### config.mk
export PLATFORM = sky130hd
export DESIGN_NAME = channel_fragment_decoder
export DESIGN_NICKNAME = d
export VERILOG_FILES = /design/src/sv/cfd_pkg.sv /design/src/sv/channel_fragment_decoder.sv /design/src/sv/cfd_queue.sv /design/src/sv/cfd_front.sv /design/src/sv/cfd_back.sv
export SDC_FILE = /design/constraint.sdc
export NUM_CORES = 1
export LEC_CHECK = 0
export ABC_AREA = 1
export BUFFER_PORTS_ARGS = -buffer_cell sky130_fd_sc_hd__buf_2
export CORE_UTILIZATION = 49
export CTS_BUF_LIST = sky130_fd_sc_hd__clkbuf_8 sky130_fd_sc_hd__clkbuf_16
export DETAILED_ROUTE_END_ITERATION = 7
export HOLD_SLACK_MARGIN = 0.15
export PLACE_DENSITY = 0.73
export SLEW_MARGIN = 0
export SYNTH_ARGS = -nofsm -noshare
export SYNTH_HDL_FRONTEND = slang
export SYNTH_SLANG_ARGS = --single-unit
### constraint.sdc
create_clock -name clock -period 4.8 [get_ports clock]
set_input_delay 0.24 -clock clock [delete_from_list [all_inputs] [get_ports clock]]
set_output_delay 0.24 -clock clock [all_outputs]
set_load 0.05 [all_outputs]
### src/sv/cfd_pkg.sv
// ---------------------------------------------------------------------------
// Channel fragment decoder package
// Types, constants and character classification shared by the decoder.
// ---------------------------------------------------------------------------
package cfd_pkg;

   localparam int COUNT_WIDTH  = 16;
   localparam int HEADER_BYTES = 6;
   localparam int CNT_W        = COUNT_WIDTH + 1;
   localparam int QUEUE_DEPTH  = 2;
   localparam int QPTR_W       = $clog2(QUEUE_DEPTH);
   localparam int QCNT_W       = $clog2(QUEUE_DEPTH + 1);
   localparam int REQ_DATA_W   = 8;
   localparam int RSP_DATA_W   = 80;

   localparam logic [7:0] PREFIX_TEXT [4] = '{8'h52, 8'h4E, 8'h53, 8'h3A};
   localparam logic [7:0] CHAR_PAD   = 8'h3D;
   localparam logic [7:0] CHAR_SPACE = 8'h20;
   localparam logic [7:0] CHAR_CR    = 8'h0D;
   localparam logic [7:0] CHAR_LF    = 8'h0A;
   localparam logic [7:0] CHAR_DASH  = 8'h2D;
   localparam logic [7:0] CHAR_UNDER = 8'h5F;
   localparam logic [5:0] SEXTET_DASH  = 6'd62;
   localparam logic [5:0] SEXTET_UNDER = 6'd63;

   typedef enum logic [2:0] {
      ST_OK        = 3'd0,
      ST_PREFIX    = 3'd1,
      ST_CHAR      = 3'd2,
      ST_SHORT     = 3'd3,
      ST_NUMBERING = 3'd4
   } status_type;

   typedef enum logic [2:0] {
      TK_SKIP,
      TK_SPACE,
      TK_PAD,
      TK_SEXTET,
      TK_BAD
   } kind_type;

   typedef struct packed {
      kind_type   kind;
      logic [5:0] sextet;
      logic       fin;
      logic       pfx_err;
   } token_type;

   typedef struct packed {
      logic [15:0] payload_count;
      logic [7:0]  frag_tot;
      logic [31:0] packet_id;
      logic [7:0]  frag_index;
      status_type  status;
      logic [7:0]  payload_byte;
   } rsp_body_type;

   typedef struct packed {
      logic         byte_valid;
      logic         done_res;
      rsp_body_type body;
   } result_type;

   function automatic token_type classify(input logic [7:0] c);
      token_type t;
      t = '{kind: TK_BAD, sextet: 6'd0, fin: 1'b0, pfx_err: 1'b0};
      if (c == CHAR_SPACE || c == CHAR_CR || c == CHAR_LF) begin
         t.kind = TK_SPACE;
      end else if (c == CHAR_PAD) begin
         t.kind = TK_PAD;
      end else if (c >= 8'h41 && c <= 8'h5A) begin
         t.kind   = TK_SEXTET;
         t.sextet = 6'(c - 8'h41);
      end else if (c >= 8'h61 && c <= 8'h7A) begin
         t.kind   = TK_SEXTET;
         t.sextet = 6'(c - 8'h61 + 8'd26);
      end else if (c >= 8'h30 && c <= 8'h39) begin
         t.kind   = TK_SEXTET;
         t.sextet = 6'(c - 8'h30 + 8'd52);
      end else if (c == CHAR_DASH) begin
         t.kind   = TK_SEXTET;
         t.sextet = SEXTET_DASH;
      end else if (c == CHAR_UNDER) begin
         t.kind   = TK_SEXTET;
         t.sextet = SEXTET_UNDER;
      end
      return t;
   endfunction

endpackage

### src/sv/channel_fragment_decoder.sv
// ---------------------------------------------------------------------------
// Channel fragment decoder
// Checks the "RNS:" prefix, base64url-decodes the rest of a text message,
// splits off a six-byte header and streams the payload bytes.
//
//   channel | direction | tdata                  | tuser      | tlast
//   req_    | in        | char_code              | -          | final_char
//   rsp_    | out       | byte, status, header,  | byte_valid | done_res
//           |           | payload count          |            |
//
// One character per cycle while the output is not stalled; the front classifies in the accept
// cycle and the back decodes one token per cycle from a two-entry queue.
// An accepted character is held in a queue slot and then in the result register.
// Reset clears all control state; no clearing pass is needed.
// A stalled output holds its register and the queue absorbs up to two items.
// ---------------------------------------------------------------------------
module channel_fragment_decoder (
   input  logic                          clock,
   input  logic                          reset,
   input  logic                          req_tvalid,
   output logic                          req_tready,
   // [7:0] char_code
   input  logic [cfd_pkg::REQ_DATA_W-1:0] req_tdata,
   input  logic                          req_tlast,
   output logic                          rsp_tvalid,
   input  logic                          rsp_tready,
   // [7:0] payload_byte, [10:8] status, [18:11] frag_index,
   // [50:19] packet_id, [58:51] fragment total, [74:59] payload_count, [79:75] zero
   output logic [cfd_pkg::RSP_DATA_W-1:0] rsp_tdata,
   // [0] byte_valid
   output logic                          rsp_tuser,
   output logic                          rsp_tlast
);
   import cfd_pkg::*;

   logic       q_full, q_push, q_pop, q_not_empty;
   token_type  push_tok, pop_tok;
   result_type res;

   cfd_front u_front (
      .clock      (clock),
      .reset      (reset),
      .req_tvalid (req_tvalid),
      .req_tready (req_tready),
      .char_code  (req_tdata[7:0]),
      .final_char (req_tlast),
      .queue_full (q_full),
      .push       (q_push),
      .push_tok   (push_tok)
   );

   cfd_queue u_queue (
      .clock     (clock),
      .reset     (reset),
      .push      (q_push),
      .push_tok  (push_tok),
      .full      (q_full),
      .pop       (q_pop),
      .not_empty (q_not_empty),
      .pop_tok   (pop_tok)
   );

   cfd_back u_back (
      .clock      (clock),
      .reset      (reset),
      .tok_valid  (q_not_empty),
      .tok        (pop_tok),
      .pop        (q_pop),
      .rsp_tvalid (rsp_tvalid),
      .rsp_tready (rsp_tready),
      .rsp_res    (res)
   );

   assign rsp_tdata = RSP_DATA_W'(res.body);
   assign rsp_tuser = res.byte_valid;
   assign rsp_tlast = res.done_res;

endmodule

### src/sv/cfd_queue.sv
// ---------------------------------------------------------------------------
// Token queue
// Short register queue between the classifying front and the decoding back.
// ---------------------------------------------------------------------------
module cfd_queue (
   input  logic               clock,
   input  logic               reset,
   input  logic               push,
   input  cfd_pkg::token_type push_tok,
   output logic               full,
   input  logic               pop,
   output logic               not_empty,
   output cfd_pkg::token_type pop_tok
);
   import cfd_pkg::*;

   token_type           slot_ff [QUEUE_DEPTH];
   logic [QPTR_W-1:0]   wr_ptr_ff, wr_ptr_in;
   logic [QPTR_W-1:0]   rd_ptr_ff, rd_ptr_in;
   logic [QCNT_W-1:0]   count_ff, count_in;
   logic                do_push, do_pop;

   assign full      = (count_ff == QCNT_W'(QUEUE_DEPTH));
   assign not_empty = (count_ff != '0);
   assign do_push   = push && !full;
   assign do_pop    = pop && not_empty;
   assign pop_tok   = slot_ff[rd_ptr_ff];

   always_comb begin
      wr_ptr_in = wr_ptr_ff;
      rd_ptr_in = rd_ptr_ff;
      count_in  = count_ff;
      if (do_push) begin
         wr_ptr_in = (wr_ptr_ff == QPTR_W'(QUEUE_DEPTH - 1)) ? '0 : wr_ptr_ff + 1'b1;
      end
      if (do_pop) begin
         rd_ptr_in = (rd_ptr_ff == QPTR_W'(QUEUE_DEPTH - 1)) ? '0 : rd_ptr_ff + 1'b1;
      end
      if (do_push && !do_pop) begin
         count_in = count_ff + 1'b1;
      end else if (do_pop && !do_push) begin
         count_in = count_ff - 1'b1;
      end
   end

   always_ff @(posedge clock) begin
      if (reset) begin
         wr_ptr_ff <= '0;
         rd_ptr_ff <= '0;
         count_ff  <= '0;
      end else begin
         wr_ptr_ff <= wr_ptr_in;
         rd_ptr_ff <= rd_ptr_in;
         count_ff  <= count_in;
      end
   end

   always_ff @(posedge clock) begin
      if (do_push) begin
         slot_ff[wr_ptr_ff] <= push_tok;
      end
   end

endmodule

### src/sv/cfd_front.sv
// ---------------------------------------------------------------------------
// Decoder front
// Accepts characters, checks the prefix and classifies the rest into tokens.
// ---------------------------------------------------------------------------
module cfd_front (
   input  logic               clock,
   input  logic               reset,
   input  logic               req_tvalid,
   output logic               req_tready,
   input  logic [7:0]         char_code,
   input  logic               final_char,
   input  logic               queue_full,
   output logic               push,
   output cfd_pkg::token_type push_tok
);
   import cfd_pkg::*;

   logic [2:0] pos_ff, pos_in;
   logic       prefix_bad_ff, prefix_bad_in;
   logic       accept;

   assign req_tready = !queue_full;
   assign accept     = req_tvalid && !queue_full;
   assign push       = accept;

   always_comb begin
      pos_in        = pos_ff;
      prefix_bad_in = prefix_bad_ff;
      push_tok      = '{kind: TK_SKIP, sextet: 6'd0, fin: 1'b0, pfx_err: 1'b0};
      if (pos_ff < 3'd4) begin
         if (char_code != PREFIX_TEXT[pos_ff[1:0]]) begin
            prefix_bad_in = 1'b1;
         end
         pos_in = pos_ff + 3'd1;
      end else if (!prefix_bad_ff) begin
         push_tok = classify(char_code);
      end
      push_tok.fin     = final_char;
      push_tok.pfx_err = prefix_bad_in || (pos_in < 3'd4);
   end

   always_ff @(posedge clock) begin
      if (reset) begin
         pos_ff        <= '0;
         prefix_bad_ff <= 1'b0;
      end else if (accept) begin
         if (final_char) begin
            pos_ff        <= '0;
            prefix_bad_ff <= 1'b0;
         end else begin
            pos_ff        <= pos_in;
            prefix_bad_ff <= prefix_bad_in;
         end
      end
   end

endmodule

### src/sv/cfd_back.sv
// ---------------------------------------------------------------------------
// Decoder back
// Runs the base64url bit buffer, collects the header and registers results.
// ---------------------------------------------------------------------------
module cfd_back (
   input  logic                clock,
   input  logic                reset,
   input  logic                tok_valid,
   input  cfd_pkg::token_type  tok,
   output logic                pop,
   output logic                rsp_tvalid,
   input  logic                rsp_tready,
   output cfd_pkg::result_type rsp_res
);
   import cfd_pkg::*;

   localparam logic [CNT_W-1:0] HDR_CNT    = CNT_W'(HEADER_BYTES);
   localparam logic [CNT_W-1:0] BYTE_LIMIT =
      CNT_W'((64'd1 << COUNT_WIDTH) - 64'd1 + 64'(HEADER_BYTES));

   logic             pad_ff, pad_in;
   logic             space_ff, space_in;
   logic             bad_ff, bad_in;
   logic [11:0]      buf_ff, buf_in;
   logic [2:0]       bits_ff, bits_in;
   logic [CNT_W-1:0] bytes_ff, bytes_in;
   logic [47:0]      hdr_ff, hdr_in;
   logic             rsp_valid_ff, rsp_valid_in;
   result_type       rsp_res_ff, rsp_res_in;

   logic [3:0]       bits_add;
   logic [2:0]       bits_sub;
   logic [7:0]       dec_byte;
   logic             have;
   logic [CNT_W-1:0] pc_wide;
   logic [32:0]      pc_ext;
   status_type       st;

   assign pop        = tok_valid && (!rsp_valid_ff || rsp_tready);
   assign rsp_tvalid = rsp_valid_ff;
   assign rsp_res    = rsp_res_ff;

   always_comb begin
      pad_in   = pad_ff;
      space_in = space_ff;
      bad_in   = bad_ff;
      buf_in   = buf_ff;
      bits_in  = bits_ff;
      bytes_in = bytes_ff;
      hdr_in   = hdr_ff;
      have     = 1'b0;
      bits_add = 4'(bits_ff) + 4'd6;
      bits_sub = 3'(bits_add - 4'd8);
      dec_byte = '0;
      if (tok.kind != TK_SKIP && !bad_ff && !pad_ff) begin
         if (tok.kind == TK_SPACE) begin
            space_in = 1'b1;
         end else if (space_ff) begin
            bad_in = 1'b1;
         end else if (tok.kind == TK_PAD) begin
            pad_in = 1'b1;
         end else if (tok.kind == TK_BAD) begin
            bad_in = 1'b1;
         end else begin
            buf_in = {buf_ff[5:0], tok.sextet};
            if (bits_add >= 4'd8) begin
               bits_in  = bits_sub;
               dec_byte = 8'(buf_in >> bits_sub);
               if (bytes_ff < HDR_CNT) begin
                  hdr_in = {hdr_ff[39:0], dec_byte};
               end else begin
                  have = 1'b1;
               end
               if (bytes_ff < BYTE_LIMIT) begin
                  bytes_in = bytes_ff + 1'b1;
               end
            end else begin
               bits_in = 3'(bits_add);
            end
         end
      end

      pc_wide = (bytes_in >= HDR_CNT) ? bytes_in - HDR_CNT : '0;
      pc_ext  = 33'(pc_wide);

      if (tok.pfx_err) begin
         st = ST_PREFIX;
      end else if (bad_in) begin
         st = ST_CHAR;
      end else if (bytes_in < HDR_CNT) begin
         st = ST_SHORT;
      end else if (hdr_in[7:0] == 8'd0 || hdr_in[47:40] >= hdr_in[7:0]) begin
         st = ST_NUMBERING;
      end else begin
         st = ST_OK;
      end

      rsp_res_in                   = '0;
      rsp_res_in.byte_valid        = have;
      rsp_res_in.body.payload_byte = have ? dec_byte : 8'd0;
      rsp_res_in.body.status       = ST_OK;
      if (tok.fin) begin
         rsp_res_in.done_res           = 1'b1;
         rsp_res_in.body.status        = st;
         rsp_res_in.body.payload_count = (pc_ext > 33'h0_FFFF) ? 16'hFFFF : pc_ext[15:0];
         if (st == ST_OK || st == ST_NUMBERING) begin
            rsp_res_in.body.frag_index = hdr_in[47:40];
            rsp_res_in.body.packet_id  = hdr_in[39:8];
            rsp_res_in.body.frag_tot   = hdr_in[7:0];
         end
      end

      rsp_valid_in = rsp_valid_ff;
      if (pop) begin
         rsp_valid_in = have || tok.fin;
      end else if (rsp_tready) begin
         rsp_valid_in = 1'b0;
      end
   end

   always_ff @(posedge clock) begin
      if (reset) begin
         pad_ff       <= 1'b0;
         space_ff     <= 1'b0;
         bad_ff       <= 1'b0;
         buf_ff       <= '0;
         bits_ff      <= '0;
         bytes_ff     <= '0;
         hdr_ff       <= '0;
         rsp_valid_ff <= 1'b0;
      end else begin
         rsp_valid_ff <= rsp_valid_in;
         if (pop) begin
            if (tok.fin) begin
               pad_ff   <= 1'b0;
               space_ff <= 1'b0;
               bad_ff   <= 1'b0;
               buf_ff   <= '0;
               bits_ff  <= '0;
               bytes_ff <= '0;
               hdr_ff   <= '0;
            end else begin
               pad_ff   <= pad_in;
               space_ff <= space_in;
               bad_ff   <= bad_in;
               buf_ff   <= buf_in;
               bits_ff  <= bits_in;
               bytes_ff <= bytes_in;
               hdr_ff   <= hdr_in;
            end
         end
      end
   end

   always_ff @(posedge clock) begin
      if (pop) begin
         rsp_res_ff <= rsp_res_in;
      end
   end

endmodule

==> results of run 1 <==
[metrics by stage]
step	total power, W	std cells
2_1_floorplan	0.00540	1222
3_3_place_gp	0.00616	1532
3_5_place_dp	0.00619	1532
4_1_cts	0.00760	1565
5_1_grt	0.00807	1565
6_report	0.00758	1565
[what timing repair did]
item                                   4_1_cts  5_1_grt
setup endpoints to repair                    0        0
hold buffers                                 1        0
endpoints found under the hold margin        4        0
[power by group]
group | total (W) | internal, W | switching, W
sequential | 0.00238 | 0.00221 | 0.000164
clock | 0.00140 | 0.000759 | 0.000639
combinational | 0.00381 | 0.000906 | 0.00290
[per-layer routing]
| metal | part of all wire, % | global-route usage [%] | vias up |
|---|---|---|---|
| met3 | 3.9 | 4.06 | 35 |
| met4 | 2.3 | 8.26 | 0 |
| li1 | - | - | 4133 |
| met5 | 0 | 0 | - |
| met2 | 48 | 38.8 | 214 |
| met1 | 46 | 27.6 | 3787 |
[Yosys cell counts, types with 6 or more instances]
master    number
nor2_2        20
nand4_1       23
nand3_2        6
o21ai_1        6
clkbuf_1      32
xor2_1        11
nor3_1        10
or2_2         24
inv_1        142
nor2_4         7
nand3_1       38
a21oi_1       81
buf_2          7
edfxtp_1      99
nor2_1       141
nand2_2       13
ha_1          24
buf_6          6
buf_4          8
dfxtp_1       86
o21ai_0       76
o22ai_1       28
o21a_1         7
nand2_1      286
[final cells by class]
cell class,count,share of cell area [%]
clock buffers,19,4.15
well taps,265,3.04
multi-input cells,835,38.6
inverters,148,5.09
flip-flops and latches,185,43.1
clock inverters,13,1.26
repair buffers,100,4.82
[cell usage in the layout, fill, tap and decap left out, types with 4 or more instances in the layout]
cell type and n:
a21oi_1 80, buf_2 91, buf_4 8, clkbuf_16 17
clkinv_4 4, conb_1 5, dfxtp_1 86, edfxtp_1 99
ha_1 24, inv_1 143, inv_2 5, inv_6 4
nand2_1 286, nand2_2 13, nand3_1 38, nand3_2 6
nand4_1 23, nor2_1 141, nor2_2 20, nor2_4 7
nor3_1 9, o21a_1 7, o21ai_0 76, o21ai_1 6
o22ai_1 28, or2_2 24, xor2_1 11
[worst register-to-register path: cells and delay by family, from the launching register on]
kind / cells / cell delay [ps]
buffers and inverters: 4 / 910
adder cells (fa/ha/maj): 2 / 480
flip-flops: 1 / 550
AND/OR/NAND/NOR: 12 / 2050
[worst paths after layout]
path | to | depth (start not counted)
max | u_back.rsp_res[49] | 18
min reg2reg | u_back.hdr_ff[47] | 2
min | u_back.rsp_tvalid | 3
max reg2reg | u_back.rsp_res[49] | 18
[sequential cells by signal, indices dropped and copies added (netlist names), 2 cells and up, named ones only]
name	cells
u_back.bytes_ff	17
u_front.pos_ff	3
u_back.bits_ff	2
u_queue.count_ff	2
u_back.rsp_res	77
u_queue.slot_ff	22
u_back.buf_ff	6
u_back.hdr_ff	48
[cell families after synthesis]
family                   synth area share [%]
AND/OR/NAND/NOR                          26.6
AO/OA/AOI/OAI                            11.9
buffers and inverters                    8.78
flip-flops                               48.3
adder cells (fa/ha/maj)                  3.09
XOR/XNOR                                 1.26
other                                  0.0386
multiplexers                            0.103
==> results.sh, run 1 <==
export IMPL_slew_headroom_pct=27.6
export IMPL_postLayoutCoreUtil_pct=56.0
export IMPL_dieArea_sq_mm=0.0204
export IMPL_core_sq_mm=0.0195
export IMPL_startpoint="u_back.bits_ff[1]"
export IMPL_antenna_found_initial=0
export IMPL_status="finished clean"
export IMPL_area_growth_syn_to_layout_pct=12.1
export IMPL_cts_num_sinks=185
export IMPL_cap_viol_max_count=0
export IMPL_port_buffers=91
export IMPL_drc=0
export IMPL_root_buffer="clkbuf_16"
export IMPL_track_usage_pct=22.4
export IMPL_setup_slack_ps=539
export IMPL_final_max_slew_violation_count=0
export IMPL_synth_seq_area_share_pct=48.3
export IMPL_n_antenna_cell=0
export IMPL_row_count=51
export IMPL_gp_congestion=0.925
export IMPL_finalSetupTns_ps=0
export IMPL_slowest_stage="nor2_1"
export IMPL_syn_avg_cell_area_sq_um=7.98
export IMPL_numCtsBuffers=17
export IMPL_holdWs_ps=160
export IMPL_dpl_worst_slack_ps=627
export IMPL_finClkSkew_ps=13.0
export IMPL_r2r_slack_ps=540
export IMPL_ant_nets=0
export IMPL_peakVddDrop_mv=0.508
export IMPL_die_w_um=143
export IMPL_setup_viol=0
export IMPL_path_cells="inv_1 > ha_1 > inv_1 > nand3_1 > nor2_1 > nand2_1 > nand2_1 > nand2_1 > ha_1 > inv_1 > nand3_1 > nor2_4 > nand3_1 > nor2_4 > nor2_4 > nand3_2 > buf_4 > nor2_1"
export IMPL_critPathKind="reg2reg"
export IMPL_synth_edf_count=99
export IMPL_grt_overflow=0
export IMPL_crit_family="simple AND/OR/NAND/NOR gates"
export IMPL_power_density_mw_per_mm2=695
export IMPL_cts_setup_buffers=0
export IMPL_grt_start_max_net_pins=93
export IMPL_synth_top_area_cell="edfxtp_1"
export IMPL_critPathMaxStageDelay_ps=570
export IMPL_start_util_pct=50.0
export IMPL_die_height_um=143
export IMPL_hold_class="in2reg"
export IMPL_critPathMaxFanout=49
export IMPL_first_pass_iters=5
export IMPL_num_io_pins=97
export IMPL_routed_wl_um=22000
export IMPL_via_per_inst=5.22
export IMPL_cp_buffers_inverters=4
export IMPL_worstHoldStart="rsp_tready"
export IMPL_clock_path_buffers=2
export IMPL_fin_area_sq_mm=0.0109
export IMPL_nets=1324
export IMPL_place_hpwl_um=15200
export IMPL_mappedNetlistArea_sq_mm=0.00972
export IMPL_hold_viol=0
export IMPL_yosysTopAreaCellShare_pct=30.6
export IMPL_tightestPinTransition_ps=1090
export IMPL_synthFlopType="edfxtp_1"
export IMPL_drtIter0Drc=659
export IMPL_htree_levels=4
export IMPL_cts_repair_resized=0
export IMPL_multi_input_area_sq_mm=0.00421
export IMPL_fin_crit_sh_pct=88.8
export IMPL_synthTopCellsByArea="edfxtp_1, dfxtp_1, nand2_1"
export IMPL_synthArstFlopShare_pct=0
export IMPL_clkTransAtPathRegs_ps=70
export IMPL_insertion_delay_ps=440
export IMPL_post_drt_wl_per_cell_um=14.1
export IMPL_grt_pass1_vias=7428
export IMPL_vias=8169
export IMPL_register_area_sq_mm=0.00469
export IMPL_r2r_start="u_back.bits_ff[1]"
export IMPL_fmax_mhz=235
export IMPL_yosysUniqueCellTypes=44
export IMPL_fin_crit_ps=4260
export IMPL_grt_pass1_wl_um=35600
export IMPL_endpoint_kind="flop"
export IMPL_synth_cells=1218
export IMPL_drive_above_1_share_pct=16.4
export IMPL_fillerInstances=1773
export IMPL_rsz0062_at_grt="no"
export IMPL_ys_ff_latch=185
export IMPL_setup_worst_path_start_class="flop"
export IMPL_dpl_cell_area_sq_mm=0.0103
export IMPL_crit_arrival_ps=4430
export IMPL_yosys_warnings=0
export IMPL_cp_required_ps=4970
export IMPL_leakagePower_nw=4.45
export IMPL_cts_tree="built"
(Power assumes the default switching activity.)
==> run 2: changes to the inputs <==
- PLACE_DENSITY: 0.73 -> unset
- PLACE_DENSITY_LB_ADDON: unset -> 0.1
==> run 2 against run 1 <==
Net effect:
- via count fell by 1.5%
- core utilization rose by 0.35 points
- critical path type unchanged
- clock power rose by 6%
- highest routed layer unchanged
- largest cell class unchanged
- largest power group unchanged
==> results.sh, run 2 (synthesized netlist as in run 1, its figures left out) <==
export IMPL_worstHoldStart="rsp_tready"
export IMPL_intPower_w=0.00396
export IMPL_crit_family="buffers and inverters"
export IMPL_antenna_found_initial=0
export IMPL_drtIter0Drc=670
export IMPL_startpoint="u_back.bits_ff[1]"
export IMPL_holdWs_ps=164
export IMPL_port_buffers=91
export IMPL_r2r_start="u_back.bits_ff[1]"
export IMPL_routed_wl_um=22000
export IMPL_area_growth_syn_to_layout_pct=12.9
export IMPL_final_cell_mix="nand2_1, inv_1, nor2_1"
export IMPL_dieArea_sq_mm=0.0204
export IMPL_clkTransAtPathRegs_ps=80
export IMPL_layout_commonest_cell="nand2_1"
export IMPL_track_usage_pct=22.3
export IMPL_cap_viol_max_count=0
export IMPL_fin_crit_sh_pct=83.6
export IMPL_peakVddDrop_mv=0.596
export IMPL_setup_worst_path_start_class="flop"
export IMPL_switching_share_pct=48.4
export IMPL_cp_required_ps=4980
export IMPL_cts_repair_resized=0
export IMPL_hold_viol=0
export IMPL_n_antenna_cell=0
export IMPL_start_util_pct=50.0
export IMPL_cp_buffers_inverters=7
export IMPL_slew_headroom_pct=29.2
export IMPL_root_buffer="clkbuf_16"
export IMPL_finClkSkew_ps=17.4
export IMPL_power_density_mw_per_mm2=699
export IMPL_r2r_end="u_back.rsp_res[10]"
export IMPL_slowest_stage="dfxtp_1"
export IMPL_insertion_delay_ps=440
export IMPL_grt_pass1_vias=7189
export IMPL_fin_crit_ps=4010
export IMPL_endpoint="u_back.rsp_res[10]"
export IMPL_setup_viol=0
export IMPL_crit_arrival_ps=4190
export IMPL_crit_cells=21
export IMPL_critPathKind="reg2reg"
export IMPL_critPathMaxFanout=28
export IMPL_die_height_um=143
export IMPL_row_count=51
export IMPL_endpoint_kind="flop"
export IMPL_nets=1327
export IMPL_die_w_um=143
export IMPL_post_drt_wl_per_cell_um=14.0
export IMPL_gp_congestion=0.923
export IMPL_r2r_cells=21
export IMPL_htree_levels=4
export IMPL_status="finished clean"
export IMPL_drc=0
export IMPL_largest_reg_flops=77
export IMPL_finalSetupTns_ps=0
export IMPL_cts_num_sinks=185
export IMPL_critPathMaxStageDelay_ps=560
export IMPL_drive_above_1_share_pct=16.7
export IMPL_rsz0062_at_grt="no"
export IMPL_path_cells="inv_1 > ha_1 > inv_1 > nand2_2 > inv_2 > nand2_2 > nor3_2 > buf_4 > inv_1 > buf_4 > o21ai_0 > inv_1 > ha_1 > o21a_1 > o21a_1 > o21a_1 > o21a_1 > o21ai_0 > nand2_1 > nand2_1 > a21oi_1"
export IMPL_core_sq_mm=0.0195
export IMPL_grt_overflow=0
export IMPL_hold_class="in2reg"
export IMPL_seqPwrFrac_pct=30.7
export IMPL_clock_path_buffers=2
export IMPL_power_switching_w=0.00371
export IMPL_vias=8046
export IMPL_first_pass_iters=7
export IMPL_grt_start_max_net_pins=88
export IMPL_finalPower_w=0.00767
export IMPL_cts_tree="built"
export IMPL_ant_nets=0
export IMPL_via_per_inst=5.13
export IMPL_pwr_share_comb_pct=50.0
export IMPL_r2r_slack_ps=790
export IMPL_final_max_slew_violation_count=0
export IMPL_fmax_mhz=249
export IMPL_place_hpwl_um=15300
export IMPL_num_io_pins=97
export IMPL_numCtsBuffers=17
export IMPL_leakagePower_nw=4.48
export IMPL_grt_pass1_wl_um=35500
export IMPL_tightestPinTransition_ps=1060
export IMPL_p_clk_share_pct=19.3
-- run 2: layout make-up --
class | instances | area, sq um
Clock buffer | 18 | 450
Clock inverter | 14 | 174
Fill cell | 1846 | 8490
Inverter | 148 | 556
Multi-Input combinational cell | 835 | 4210
Sequential cell | 185 | 4690
Tap cell | 265 | 332
Timing Repair Buffer | 103 | 561
-- run 2: worst min path at each step --
stage	end	slack, ps	cells past startpoint
2_1_floorplan	u_queue.slot_ff[0][1]	340	0
3_3_place_gp	u_queue.rd_ptr_ff	440	1
3_5_place_dp	u_queue.rd_ptr_ff	450	1
4_1_cts	u_back.rsp_tvalid	160	3
5_1_grt	u_back.rsp_tvalid	170	3
6_report	u_back.rsp_tvalid	160	3
-- run 2: what timing repair did --
item,CTS,global route
endpoints found under the hold margin,4,0
buffers inserted,0,0
hold buffers,1,0
-- run 2: layer usage --
metal,vias to the layer above,GRT usage [%],share of wire (%)
li1,4128,-,-
met3,27,3.96,4.0
met1,3683,29.5,47
met5,-,0,0
met2,208,37.6,48
met4,0,6.23,1.5
-- run 2: worst reg2reg max path, stage by stage, from the launching register on --
cell and delay, ps:
dfxtp_1 560, inv_1 260, ha_1 260, inv_1 100
nand2_2 100, inv_2 80, nand2_2 110, nor3_2 120
buf_4 280, inv_1 90, buf_4 200, o21ai_0 280
inv_1 110, ha_1 290, o21a_1 110, o21a_1 170
o21a_1 160, o21a_1 160, o21ai_0 140, nand2_1 70
nand2_1 60, a21oi_1 50
-- run 2: through the flow --
stage	setup slack [ps]	instances	area, sq um	utilization [%]
detailed placement	840	1535	10300	53.1
global route	440	1568	11000	56.4
finish	785	1568	11000	56.4
global placement	909	1535	10300	53.1
CTS	820	1568	11000	56.4
floorplan	1100	1222	9740	-
-- run 2: power by group through the flow --
stage / registers (W) / clock network (W) / logic (W)
2_1_floorplan: 0.00335 / 0 / 0.00205
3_3_place_gp: 0.00239 / 0 / 0.00381
3_5_place_dp: 0.00239 / 0 / 0.00382
4_1_cts: 0.00236 / 0.00151 / 0.00385
5_1_grt: 0.00240 / 0.00156 / 0.00422
6_report: 0.00236 / 0.00148 / 0.00384
